**src/rtl/rdce_pkg.sv**
```systemverilog
// ----------------------------------------------------------------------------
// Register datagram CRC encoder package
// Shared types, datagram constants and the CRC-8 byte update function.
// ----------------------------------------------------------------------------
package rdce_pkg;

  typedef enum logic {
    OP_WRITE = 1'b0,
    OP_READ  = 1'b1
  } op_e;

  typedef struct packed {
    op_e         op;
    logic [6:0]  reg_address;
    logic [31:0] reg_value;
    logic [1:0]  channel;
  } req_t;

  typedef struct packed {
    logic [7:0] out_byte;
    logic       last_byte;
    logic [1:0] out_channel;
  } rsp_t;

  typedef struct packed {
    logic [7:0]  sync_byte;
    logic [7:0]  node_byte;
    logic [7:0]  addr_byte;
    logic [31:0] value;
    logic [2:0]  last_idx;
    logic [1:0]  channel;
  } dgram_t;

  typedef struct packed {
    logic valid;
    logic full;
  } queue_status_t;

  localparam logic [7:0] SyncWrite = 8'h05;
  localparam logic [7:0] SyncRead  = 8'h55;
  localparam logic [7:0] WriteFlag = 8'h80;
  localparam logic [7:0] CrcPoly   = 8'h07;
  localparam logic [7:0] CrcInit   = 8'h00;

  localparam logic [2:0] IdxSync   = 3'd0;
  localparam logic [2:0] IdxNode   = 3'd1;
  localparam logic [2:0] IdxAddr   = 3'd2;
  localparam logic [2:0] IdxValue3 = 3'd3;
  localparam logic [2:0] IdxValue2 = 3'd4;
  localparam logic [2:0] IdxValue1 = 3'd5;
  localparam logic [2:0] IdxValue0 = 3'd6;
  localparam logic [2:0] LastIdxWrite = 3'd7;
  localparam logic [2:0] LastIdxRead  = 3'd3;

  localparam int QueueDepth = 2;
  localparam int QueuePtrW  = 1;
  localparam int QueueCntW  = 2;

  function automatic logic [7:0] crc8_byte(input logic [7:0] crc_in, input logic [7:0] data);
    logic [7:0] crc;
    logic       fb;
    crc = crc_in;
    for (int k = 0; k < 8; k++) begin
      fb  = crc[7] ^ data[k];
      crc = {crc[6:0], 1'b0} ^ (fb ? CrcPoly : 8'h00);
    end
    return crc;
  endfunction

endpackage

```
**src/rtl/register_datagram_crc_encoder_unit.sv**
```systemverilog
// ----------------------------------------------------------------------------
// Register datagram CRC encoder unit
// Turns register access requests into register datagrams with CRC-8.
// ----------------------------------------------------------------------------
// Each request becomes a datagram (8 bytes for a write, 4 for a read) that
// leaves one byte per cycle while results are popped, set by the serializer,
// which loads one byte into the result register per cycle unless an unpopped
// result holds it, and starts the next datagram right after the CRC byte
// of the previous one. A two-entry queue holds requests for the serializer,
// so one is taken while results wait. The node address is sampled on accept.
module register_datagram_crc_encoder_unit (
  input  logic           clk_i,
  input  logic           rst_ni,
  input  logic           cfg_we_i,
  input  logic [7:0]     cfg_wdata_i,
  input  logic           push,
  output logic           full,
  input  rdce_pkg::req_t req_i,
  output logic           empty,
  input  logic           pop,
  output rdce_pkg::rsp_t rsp_o
);
  import rdce_pkg::*;

  queue_status_t q_status;
  dgram_t        q_wdata;
  dgram_t        q_rdata;
  logic          q_push;
  logic          q_pop;

  rdce_front u_front (
    .clk_i       (clk_i),
    .rst_ni      (rst_ni),
    .cfg_we_i    (cfg_we_i),
    .cfg_wdata_i (cfg_wdata_i),
    .push        (push),
    .full        (full),
    .req_i       (req_i),
    .q_status_i  (q_status),
    .q_push_o    (q_push),
    .q_data_o    (q_wdata)
  );

  rdce_queue u_queue (
    .clk_i    (clk_i),
    .rst_ni   (rst_ni),
    .push_i   (q_push),
    .data_i   (q_wdata),
    .pop_i    (q_pop),
    .data_o   (q_rdata),
    .status_o (q_status)
  );

  rdce_back u_back (
    .clk_i      (clk_i),
    .rst_ni     (rst_ni),
    .q_status_i (q_status),
    .q_data_i   (q_rdata),
    .q_pop_o    (q_pop),
    .empty      (empty),
    .pop        (pop),
    .rsp_o      (rsp_o)
  );

`ifndef SYNTHESIS
  a_pop_needs_entry: assert property (@(posedge clk_i) disable iff (!rst_ni)
    q_pop |-> q_status.valid)
    else $error("serializer pulled from an empty queue");

  a_full_has_entry: assert property (@(posedge clk_i) disable iff (!rst_ni)
    q_status.full |-> q_status.valid)
    else $error("queue reports full without a valid entry");

  a_no_gap_in_datagram: assert property (@(posedge clk_i) disable iff (!rst_ni)
    (!empty && !rsp_o.last_byte) |=> !empty)
    else $error("gap inside a datagram");
`endif

endmodule

```
**src/rtl/rdce_front.sv**
```systemverilog
// ----------------------------------------------------------------------------
// Register datagram CRC encoder front end
// Holds the node address and turns an accepted request into a datagram
// descriptor for the queue.
// ----------------------------------------------------------------------------
module rdce_front (
  input  logic                   clk_i,
  input  logic                   rst_ni,
  input  logic                   cfg_we_i,
  input  logic [7:0]             cfg_wdata_i,
  input  logic                   push,
  output logic                   full,
  input  rdce_pkg::req_t         req_i,
  input  rdce_pkg::queue_status_t q_status_i,
  output logic                   q_push_o,
  output rdce_pkg::dgram_t       q_data_o
);
  import rdce_pkg::*;

  logic [7:0] node_q;
  logic [7:0] node_d;

  always_comb begin
    node_d = cfg_we_i ? cfg_wdata_i : node_q;
  end

  always_ff @(posedge clk_i or negedge rst_ni) begin
    if (!rst_ni) begin
      node_q <= 8'h00;
    end else begin
      node_q <= node_d;
    end
  end

  assign full     = q_status_i.full;
  assign q_push_o = push && !q_status_i.full;

  always_comb begin
    q_data_o.node_byte = node_q;
    q_data_o.value     = req_i.reg_value;
    q_data_o.channel   = req_i.channel;
    case (req_i.op)
      OP_WRITE: begin
        q_data_o.sync_byte = SyncWrite;
        q_data_o.addr_byte = {1'b0, req_i.reg_address} | WriteFlag;
        q_data_o.last_idx  = LastIdxWrite;
      end
      OP_READ: begin
        q_data_o.sync_byte = SyncRead;
        q_data_o.addr_byte = {1'b0, req_i.reg_address};
        q_data_o.last_idx  = LastIdxRead;
      end
      default: begin
        q_data_o.sync_byte = SyncRead;
        q_data_o.addr_byte = {1'b0, req_i.reg_address};
        q_data_o.last_idx  = LastIdxRead;
      end
    endcase
  end

endmodule

```
**src/rtl/rdce_queue.sv**
```systemverilog
// ----------------------------------------------------------------------------
// Register datagram CRC encoder descriptor queue
// Short register FIFO between the front end and the serializer.
// ----------------------------------------------------------------------------
module rdce_queue (
  input  logic                    clk_i,
  input  logic                    rst_ni,
  input  logic                    push_i,
  input  rdce_pkg::dgram_t        data_i,
  input  logic                    pop_i,
  output rdce_pkg::dgram_t        data_o,
  output rdce_pkg::queue_status_t status_o
);
  import rdce_pkg::*;

  dgram_t                 mem_q [QueueDepth];
  logic [QueuePtrW-1:0]   wr_ptr_q, wr_ptr_d;
  logic [QueuePtrW-1:0]   rd_ptr_q, rd_ptr_d;
  logic [QueueCntW-1:0]   cnt_q, cnt_d;

  always_comb begin
    wr_ptr_d = wr_ptr_q;
    rd_ptr_d = rd_ptr_q;
    cnt_d    = cnt_q;
    if (push_i) begin
      wr_ptr_d = wr_ptr_q + QueuePtrW'(1);
    end
    if (pop_i) begin
      rd_ptr_d = rd_ptr_q + QueuePtrW'(1);
    end
    if (push_i && !pop_i) begin
      cnt_d = cnt_q + QueueCntW'(1);
    end else if (pop_i && !push_i) begin
      cnt_d = cnt_q - QueueCntW'(1);
    end
  end

  always_ff @(posedge clk_i or negedge rst_ni) begin
    if (!rst_ni) begin
      wr_ptr_q <= '0;
      rd_ptr_q <= '0;
      cnt_q    <= '0;
    end else begin
      wr_ptr_q <= wr_ptr_d;
      rd_ptr_q <= rd_ptr_d;
      cnt_q    <= cnt_d;
    end
  end

  always_ff @(posedge clk_i) begin
    if (push_i) begin
      mem_q[wr_ptr_q] <= data_i;
    end
  end

  assign data_o         = mem_q[rd_ptr_q];
  assign status_o.valid = (cnt_q != '0);
  assign status_o.full  = (cnt_q == QueueCntW'(QueueDepth));

endmodule

```
**src/rtl/rdce_back.sv**
```systemverilog
// ----------------------------------------------------------------------------
// Register datagram CRC encoder serializer
// Emits one datagram byte per cycle into the result register unless it waits
// for pop; each byte folds into the running CRC, which closes the datagram.
// ----------------------------------------------------------------------------
module rdce_back (
  input  logic                    clk_i,
  input  logic                    rst_ni,
  input  rdce_pkg::queue_status_t q_status_i,
  input  rdce_pkg::dgram_t        q_data_i,
  output logic                    q_pop_o,
  output logic                    empty,
  input  logic                    pop,
  output rdce_pkg::rsp_t          rsp_o
);
  import rdce_pkg::*;

  dgram_t     desc_q, desc_d;
  logic       busy_q, busy_d;
  logic [2:0] idx_q, idx_d;
  logic [7:0] crc_q, crc_d;
  logic       out_valid_q, out_valid_d;
  rsp_t       out_q, out_d;
  logic       advance;
  logic       at_last;
  logic [7:0] data_byte;

  assign advance = !out_valid_q || pop;
  assign at_last = (idx_q == desc_q.last_idx);
  assign q_pop_o = q_status_i.valid && (!busy_q || (advance && at_last));

  always_comb begin
    case (idx_q)
      IdxSync:   data_byte = desc_q.sync_byte;
      IdxNode:   data_byte = desc_q.node_byte;
      IdxAddr:   data_byte = desc_q.addr_byte;
      IdxValue3: data_byte = desc_q.value[31:24];
      IdxValue2: data_byte = desc_q.value[23:16];
      IdxValue1: data_byte = desc_q.value[15:8];
      IdxValue0: data_byte = desc_q.value[7:0];
      default:   data_byte = 8'h00;
    endcase
  end

  always_comb begin
    desc_d      = desc_q;
    busy_d      = busy_q;
    idx_d       = idx_q;
    crc_d       = crc_q;
    out_valid_d = out_valid_q;
    out_d       = out_q;
    if (advance) begin
      out_valid_d = busy_q;
      if (busy_q) begin
        out_d.out_byte    = at_last ? crc_q : data_byte;
        out_d.last_byte   = at_last;
        out_d.out_channel = desc_q.channel;
        crc_d             = crc8_byte(crc_q, data_byte);
        idx_d             = idx_q + 3'd1;
        busy_d            = !at_last;
      end
    end
    if (q_pop_o) begin
      desc_d = q_data_i;
      busy_d = 1'b1;
      idx_d  = IdxSync;
      crc_d  = CrcInit;
    end
  end

  always_ff @(posedge clk_i or negedge rst_ni) begin
    if (!rst_ni) begin
      busy_q      <= 1'b0;
      idx_q       <= IdxSync;
      out_valid_q <= 1'b0;
    end else begin
      busy_q      <= busy_d;
      idx_q       <= idx_d;
      out_valid_q <= out_valid_d;
    end
  end

  always_ff @(posedge clk_i) begin
    desc_q <= desc_d;
    crc_q  <= crc_d;
    out_q  <= out_d;
  end

  assign empty = !out_valid_q;
  assign rsp_o = out_q;

endmodule
```
**config.mk**
```make
export PLATFORM = sky130hd
export DESIGN_NAME = register_datagram_crc_encoder_unit
export DESIGN_NICKNAME = d
export VERILOG_FILES = /design/src/rtl/rdce_pkg.sv /design/src/rtl/register_datagram_crc_encoder_unit.sv /design/src/rtl/rdce_front.sv /design/src/rtl/rdce_queue.sv /design/src/rtl/rdce_back.sv
export SDC_FILE = /design/constraint.sdc
export NUM_CORES = 1
export LEC_CHECK = 0
export ABC_AREA = 1
export BUFFER_PORTS_ARGS = -buffer_cell sky130_fd_sc_hd__buf_2
export CORE_MARGIN = 10
export CORE_UTILIZATION = 40
export DETAILED_ROUTE_END_ITERATION = 16
export GPL_TIMING_DRIVEN = 0
export HOLD_SLACK_MARGIN = 0.06
export PLACE_DENSITY = 0.54
export SLEW_MARGIN = 20
export SYNTH_ARGS = -nofsm -noshare
export SYNTH_HDL_FRONTEND = slang
export SYNTH_SLANG_ARGS = --single-unit
export TNS_END_PERCENT = 100
```
**constraint.sdc**
```tcl
create_clock -name clk_i -period 7.9 [get_ports clk_i]
set_clock_uncertainty 0.1 [all_clocks]
set_input_delay 1.975 -clock clk_i [delete_from_list [all_inputs] [get_ports clk_i]]
set_output_delay 1.975 -clock clk_i [all_outputs]
set_load 0.1 [all_outputs]
```
# Yosys cells after proc, flatten, opt, wreduce, memory -nomap -nowiden
# Memories as Yosys holds them, arrays and structs flattened. A register that Yosys moved wholly into a read port is not among the register bits.
# Index checks and enable logic that the tools add are counted.
# Widths: inputs -> output; s select.
classes:
  add_sub_neg: 5
  eq_ne: 8
  muxes: 23
  bitwise_logic: 17
  reduce_logical: 20
op_table:
  columns: ["operator", "count"]
  rows:
  - ["$xor 8x8->8", 8]
  - ["$pmux 8 s7", 1]
  - ["$mux 3", 11]
  - ["$pmux 8 s2", 2]
  - ["$eq 3x3->1 const B", 3]
  - ["$mux 8", 1]
  - ["$reduce_bool 2->1", 4]
  - ["$xor 1x1->1", 8]
  - ["$eq 3x2->1 const B", 2]
  - ["$logic_not 1->1", 6]
  - ["$pmux 3 s2", 1]
  - ["$logic_and 1x1->1", 5]
  - ["$mux 1", 5]
  - ["$mux 2", 2]
  - ["$reduce_and 2->1", 2]
  - ["$add 3x1->3 const B", 1]
  - ["$eq 3x1->1 const B", 1]
  - ["$eq 3x3->1", 1]
  - ["$logic_not 3->1", 1]
  - ["$add 1x1->1 const B", 2]
  - ["$add 2x1->2 const B", 1]
  - ["$eq 2x2->1 const B", 1]
  - ["$logic_or 1x1->1", 2]
  - ["$sub 2x1->2 const B", 1]
  - ["$not 1->1", 1]
totals:
  ff_bits: 36
  ram_bits: 122
  inputBits: 55
  out_inout_bits: 13
  mem_count: 1
memory_table:
  columns: ["memory", "words", "width", "read_ports", "rd_clocked_by_memory_dff", "wr", "line_no", "source"]
  rows:
  - ["u_queue.mem_q", 2, 61, 1, 1, 1, "rdce_queue.sv:16", "dgram_t mem_q [QueueDepth];"]

# Depth between registers and ports, before layout
depth:
  ltp_word: 26
  mapped_depth: 18
  ltp_nobuf: 17

# Cells and area by module
# Synthesis repeated with hierarchy kept, for this count alone.
hier_totals:
  hier_cells: 692
  area_unflattened_um2: 9603.0
modules_own_cells:
  columns: ["module", "instances", "cells_per_inst", "area_per_inst_um2", "seq_area_each_um2"]
  rows:
  - ["rdce_queue", 1, 215, 4909.7, 3763.6]
  - ["rdce_back", 1, 385, 3971.3, 2447.3]
  - ["rdce_front", 1, 92, 721.9, 200.2]

# Worst setup path before layout
# Ideal clock, no wire load.
synth_path:
  path_type: "in2reg"
  startpoint: "input push"
  endpoint: "memory u_queue.mem_q[1][0] (netlist name) (enable)"
  setup_ns: 0.461
  t_arrival_ns: 4.278
  setup_slack_ns: 3.061
  path_stages: 2
  path_buffers: 0
  cell_sequence: "o21ai_0 -> nor2_1"
synth_between:
  elab_chain_cells: 3
synth_lines:
  columns: ["item", "line_no", "source"]
  rows:
  - ["start, declared", "register_datagram_crc_encoder_unit.sv:16", "input logic push,"]
  - ["$logic_and 1x1->1", "rdce_front.sv:36", "assign q_push_o = push && !q_status_i.full;"]
  - ["$mux 1", "rdce_queue.sv:51", "if (push_i) begin"]
  - ["$mux 1 (not written as such)", "rdce_queue.sv:52", "mem_q[wr_ptr_q] <= data_i;"]
  - ["end, declared", "rdce_queue.sv:16", null]
# No other way between the ends.

# Worst setup path in the final report
layout_path:
  startpoint: "register u_queue.cnt_q[0]"
  endpoint: "output full"
layout_between:
  elab_chain_cells: 1
layout_lines:
  columns: ["item", "line_no", "source"]
  rows:
  - ["start, declared", "rdce_queue.sv:19", "logic [QueueCntW-1:0] cnt_q, cnt_d;"]
  - ["start signal, assigned", "rdce_queue.sv:46", "cnt_q <= cnt_d;"]
  - ["$eq 2x2->1", "rdce_queue.sv:58", "assign status_o.full = (cnt_q == QueueCntW'(QueueDepth));"]
  - ["end, declared", "register_datagram_crc_encoder_unit.sv:17", "output logic full,"]
# No other way between the ends.

==> metrics.md <==
| Metric | Value |
|---|---|
| Register area | 5510 µm² |
| # resized after CTS | 0 |
| Final routed wire length divided by cell count | 15.7 µm |
| Hold violation total from the final report | 0 |
| Total clock sinks | 189 |
| Number of buffers created by CTS | 17 |
| Top fanout value on the critical path | 5 |
| Launch instance of the worst register-to-register path | u_back.idx_q[2] |
| Die outline area | 25100 µm² |
| Port Buf Inserts | 66 |
| Post-cts hold buffer count | 0 |
| Crit Reg-Reg Endpoint | u_back.desc_q[25] |
| Crit end category | output pin |
| Max-slew headroom | 0.485 |
| Number of diodes | 0 |
| Number of max-cap violations | 0 |
| Leading cell type in the layout, fill and taps excluded | sky130_fd_sc_hd__nand2_1 |
| Count of H-tree levels built during CTS | 4 |
| Placer congestion estimate | 0.799 |
| Post-CTS Setup Inserts | 0 |
| Synth cell types | 28 |
| Fmax achieved | 0.288 GHz |
| Maximum number of buffers from clock root to sink | 2 |
| Worst hold path class | register to register |
| Data arrival, critical path | 1400 ps |
| First-pass GRT wire length | 25200 µm |
| Core Footprint | about 19000 µm² |
| Ports | 68 |
| Leakage component of the power | 3.79 nW |
| Crit-path max cell delay | 430 ps |
| Layout overhead on the synthesized area | 17.2% |
| Global route total overflow | 0 |
| Starting Density | 0.409 |
| Power density over cell area | 414 nW/µm² |
| Fillcell total | 1719 |
| Total negative slack | 0 ps |
| Maximum number of pins on one net before global-route repair | 59 |
| Type of the setup path with the least slack | register to output pin |
| Setup violations, final | 0 |
| Final design area excluding fillers | 8990 µm² |
| Synth warn | 0 |
| Gate count after technology mapping | ~660 |
| Synth Cell Area | 7670 µm² |
| Crit path launch type | register |
| Seq cells post-synth | roughly 190 |
| Clock root cell | sky130_fd_sc_hd__clkbuf_16 |
| Vias in the first global route | roughly 5000 |
| Status | complete, no violations |
| Count of vias placed by the detailed router | 4718 |
| Total area of multi-input combinational cells | ~1900 µm² |
| Fin. max-slew vios | 0 |
| Setup repair after global routing missed its margin | no |
| Die boundary height | 158 µm |
| Avg Vias per Cell | between 4 and 5 |
| Number of violations reported at the end of detailed-routing iteration 0 | 271 |
| Insertion delay to the later sink of the worst-skew pair | 430 ps |
| Total number of nets in the final design | 807 |
| Clock transition at the register clock pins on the worst setup and hold paths after CTS | 70 ps |
| Beginning of the worst hold path | u_back.desc_q[1] |
| Bufs and invs on worst path | 1 |
| Cells along the critical path | nor2_1 -> buf_2 |
| Critical Path Slowest Stage Cell | sky130_fd_sc_hd__dfrtp_1 |
| Sequential cell area fraction in the yosys report | 0.719 |
| Period Utilization, post-route | 0.439 |
| Required arrival time at the worst endpoint | 5830 ps |
| Total number of placement rows | 50 |
| DP Wirelength | ~11000 µm |
| Hold Path Stages | 0 |
| Routed Wire Length | 15600 µm |
| Layout cells sized above 1 | 0.208 |
| Setup slack on the worst flop-to-flop path | between 5000 and 6000 ps |
| TritonCTS clock tree | built |
| Initial DRT Pass Iterations | 5 |
| Worst-case hold path end point | u_back.rsp_o[1] |
| Top library cells by usage in the layout, fill and taps aside | sky130_fd_sc_hd__nand2_1, sky130_fd_sc_hd__edfxtp_1, sky130_fd_sc_hd__buf_2 |
| CP top delay family | flip-flops |
| Total global routing track utilization | 0.131 |
| Horizontal die dimension | roughly 160 µm |
| Min cycle time layout | 3470 ps |
| Count of antenna-violating nets left after detailed routing | 0 |
| Synth Net Count | roughly 700 |
| Length in cells of the worst reg-to-reg path | 6 |
| Number of antenna violations at the first check in global routing | 0 |
| Worst-Margin Slew | 772 ps |
| Total DRC errors in the routed layout | 0 |
| Maximum vdd drop | roughly 160 µV |
| Post-detailed-placement cell area | 8410 µm² |
| Syn Area/Cell | roughly 12 µm² |
## synthesized netlist by cell type
cell type                    n  share of area
sky130_fd_sc_hd__nor2_2      3         0.0024
sky130_fd_sc_hd__buf_6       2         0.0029
sky130_fd_sc_hd__nand2_1   261           0.13
sky130_fd_sc_hd__clkinv_1    3         0.0015
sky130_fd_sc_hd__o21ai_1     5         0.0033
sky130_fd_sc_hd__nor2_4      3         0.0044
sky130_fd_sc_hd__nand2_4     3         0.0044
sky130_fd_sc_hd__xor2_1      3         0.0034
sky130_fd_sc_hd__edfxtp_1  164           0.64
sky130_fd_sc_hd__inv_2       7         0.0034
sky130_fd_sc_hd__nor2_1     19         0.0093
sky130_fd_sc_hd__dfxtp_1     8          0.021
sky130_fd_sc_hd__mux2_2      8          0.012
sky130_fd_sc_hd__o22ai_1     1        0.00082
sky130_fd_sc_hd__nand3_1    37          0.024
sky130_fd_sc_hd__inv_1      38          0.019
sky130_fd_sc_hd__nand4_1     1        0.00082
sky130_fd_sc_hd__nand3_2     6         0.0078
sky130_fd_sc_hd__xnor2_1     2         0.0023
sky130_fd_sc_hd__o21ai_0    13         0.0085
sky130_fd_sc_hd__nand2_2    19          0.015
sky130_fd_sc_hd__a211oi_2    2         0.0033
sky130_fd_sc_hd__dfrtp_1    17          0.055
sky130_fd_sc_hd__clkbuf_1   13         0.0064
sky130_fd_sc_hd__buf_2       3         0.0020
sky130_fd_sc_hd__a22o_1      1         0.0011
sky130_fd_sc_hd__a21oi_1     9         0.0059
sky130_fd_sc_hd__ha_1        6         0.0098
## registers in the layout, summed over array words and instances, names as in the netlist, 2 cells and up
name            flops
u_back.idx_q        3
u_back.crc_q        8
u_front.node_q      8
u_back.desc_q      51
u_queue.mem_q     102
u_queue.cnt_q       2
u_back.rsp_o       11
## how the worst max path moves through the flow
stage / from / to / slack [ps] / depth (start not counted)
CTS: u_queue.cnt_q[0] / full / 4400 / 2
global placement: push / u_queue.mem_q[1][17] / 1540 / 3
global route: u_queue.cnt_q[0] / full / 4340 / 2
finish: u_queue.cnt_q[0] / full / 4430 / 2
floorplan: push / u_queue.mem_q[1][0] / 3060 / 2
detailed placement: pop / u_back.desc_q[10] / 4270 / 5
## cell type report
cell class,instances,share of cell area
clock inverters,14,0.0162
plain buffers,18,0.00961
flip-flops and latches,189,0.613
repair buffers,70,0.0482
clock buffers,18,0.0478
inverters,48,0.0203
multi-input cells,402,0.212
well taps,234,0.0326
## power breakdown
group          leakage [nW]  internal [mW]  total, mW  switching [mW]
Combinational          1.73          0.400       1.42            1.02
Clock                 0.280          0.447      0.833           0.386
Sequential             1.78           1.39       1.47          0.0794
## worst register-to-register path, cell delays in order, from the launching register on
cell and delay [ps]:
sky130_fd_sc_hd__dfrtp_1 470, sky130_fd_sc_hd__buf_6 190, sky130_fd_sc_hd__xnor2_1 180, sky130_fd_sc_hd__nand2_2 170, sky130_fd_sc_hd__o21ai_1 250, sky130_fd_sc_hd__nand2_2 190, sky130_fd_sc_hd__inv_4 590
## per-layer routing
layer  vias to the layer above  global-route usage  wire (µm)
li1                       2368                   -          -
met1                      2232               0.169       7380
met2                       106               0.211       7370
met3                        12              0.0353        709
met4                         0              0.0388        136
met5                         -                   0          0
## cell families (layout without fill, tap and decap cells)
family / after synthesis / count (layout) / share of synthesized area
adder cells (fa/ha/maj): 6 / 6 / 0.00979
AO/OA/AOI/OAI: 31 / 31 / 0.0228
AND/OR/NAND/NOR: 352 / 352 / 0.197
multiplexers: 8 / 8 / 0.0117
flip-flops: 189 / 189 / 0.719
XOR/XNOR: 5 / 5 / 0.00571
buffers and inverters: 66 / 168 / 0.0348
## per-stage QoR
stage / total power, mW / utilization / instances / hold slack, ps / setup slack (ps)
2_1_floorplan: 2.55 / - / 657 / 300 / 3060
3_3_place_gp: 2.87 / 0.442 / 957 / 306 / 1540
3_5_place_dp: 2.93 / 0.448 / 961 / 306 / 4270
4_1_cts: 3.76 / 0.479 / 993 / 323 / 4400
5_1_grt: 3.99 / 0.479 / 993 / 326 / 4340
6_report: 3.72 / 0.479 / 993 / 320 / 4430
(Power assumes the default switching activity.)
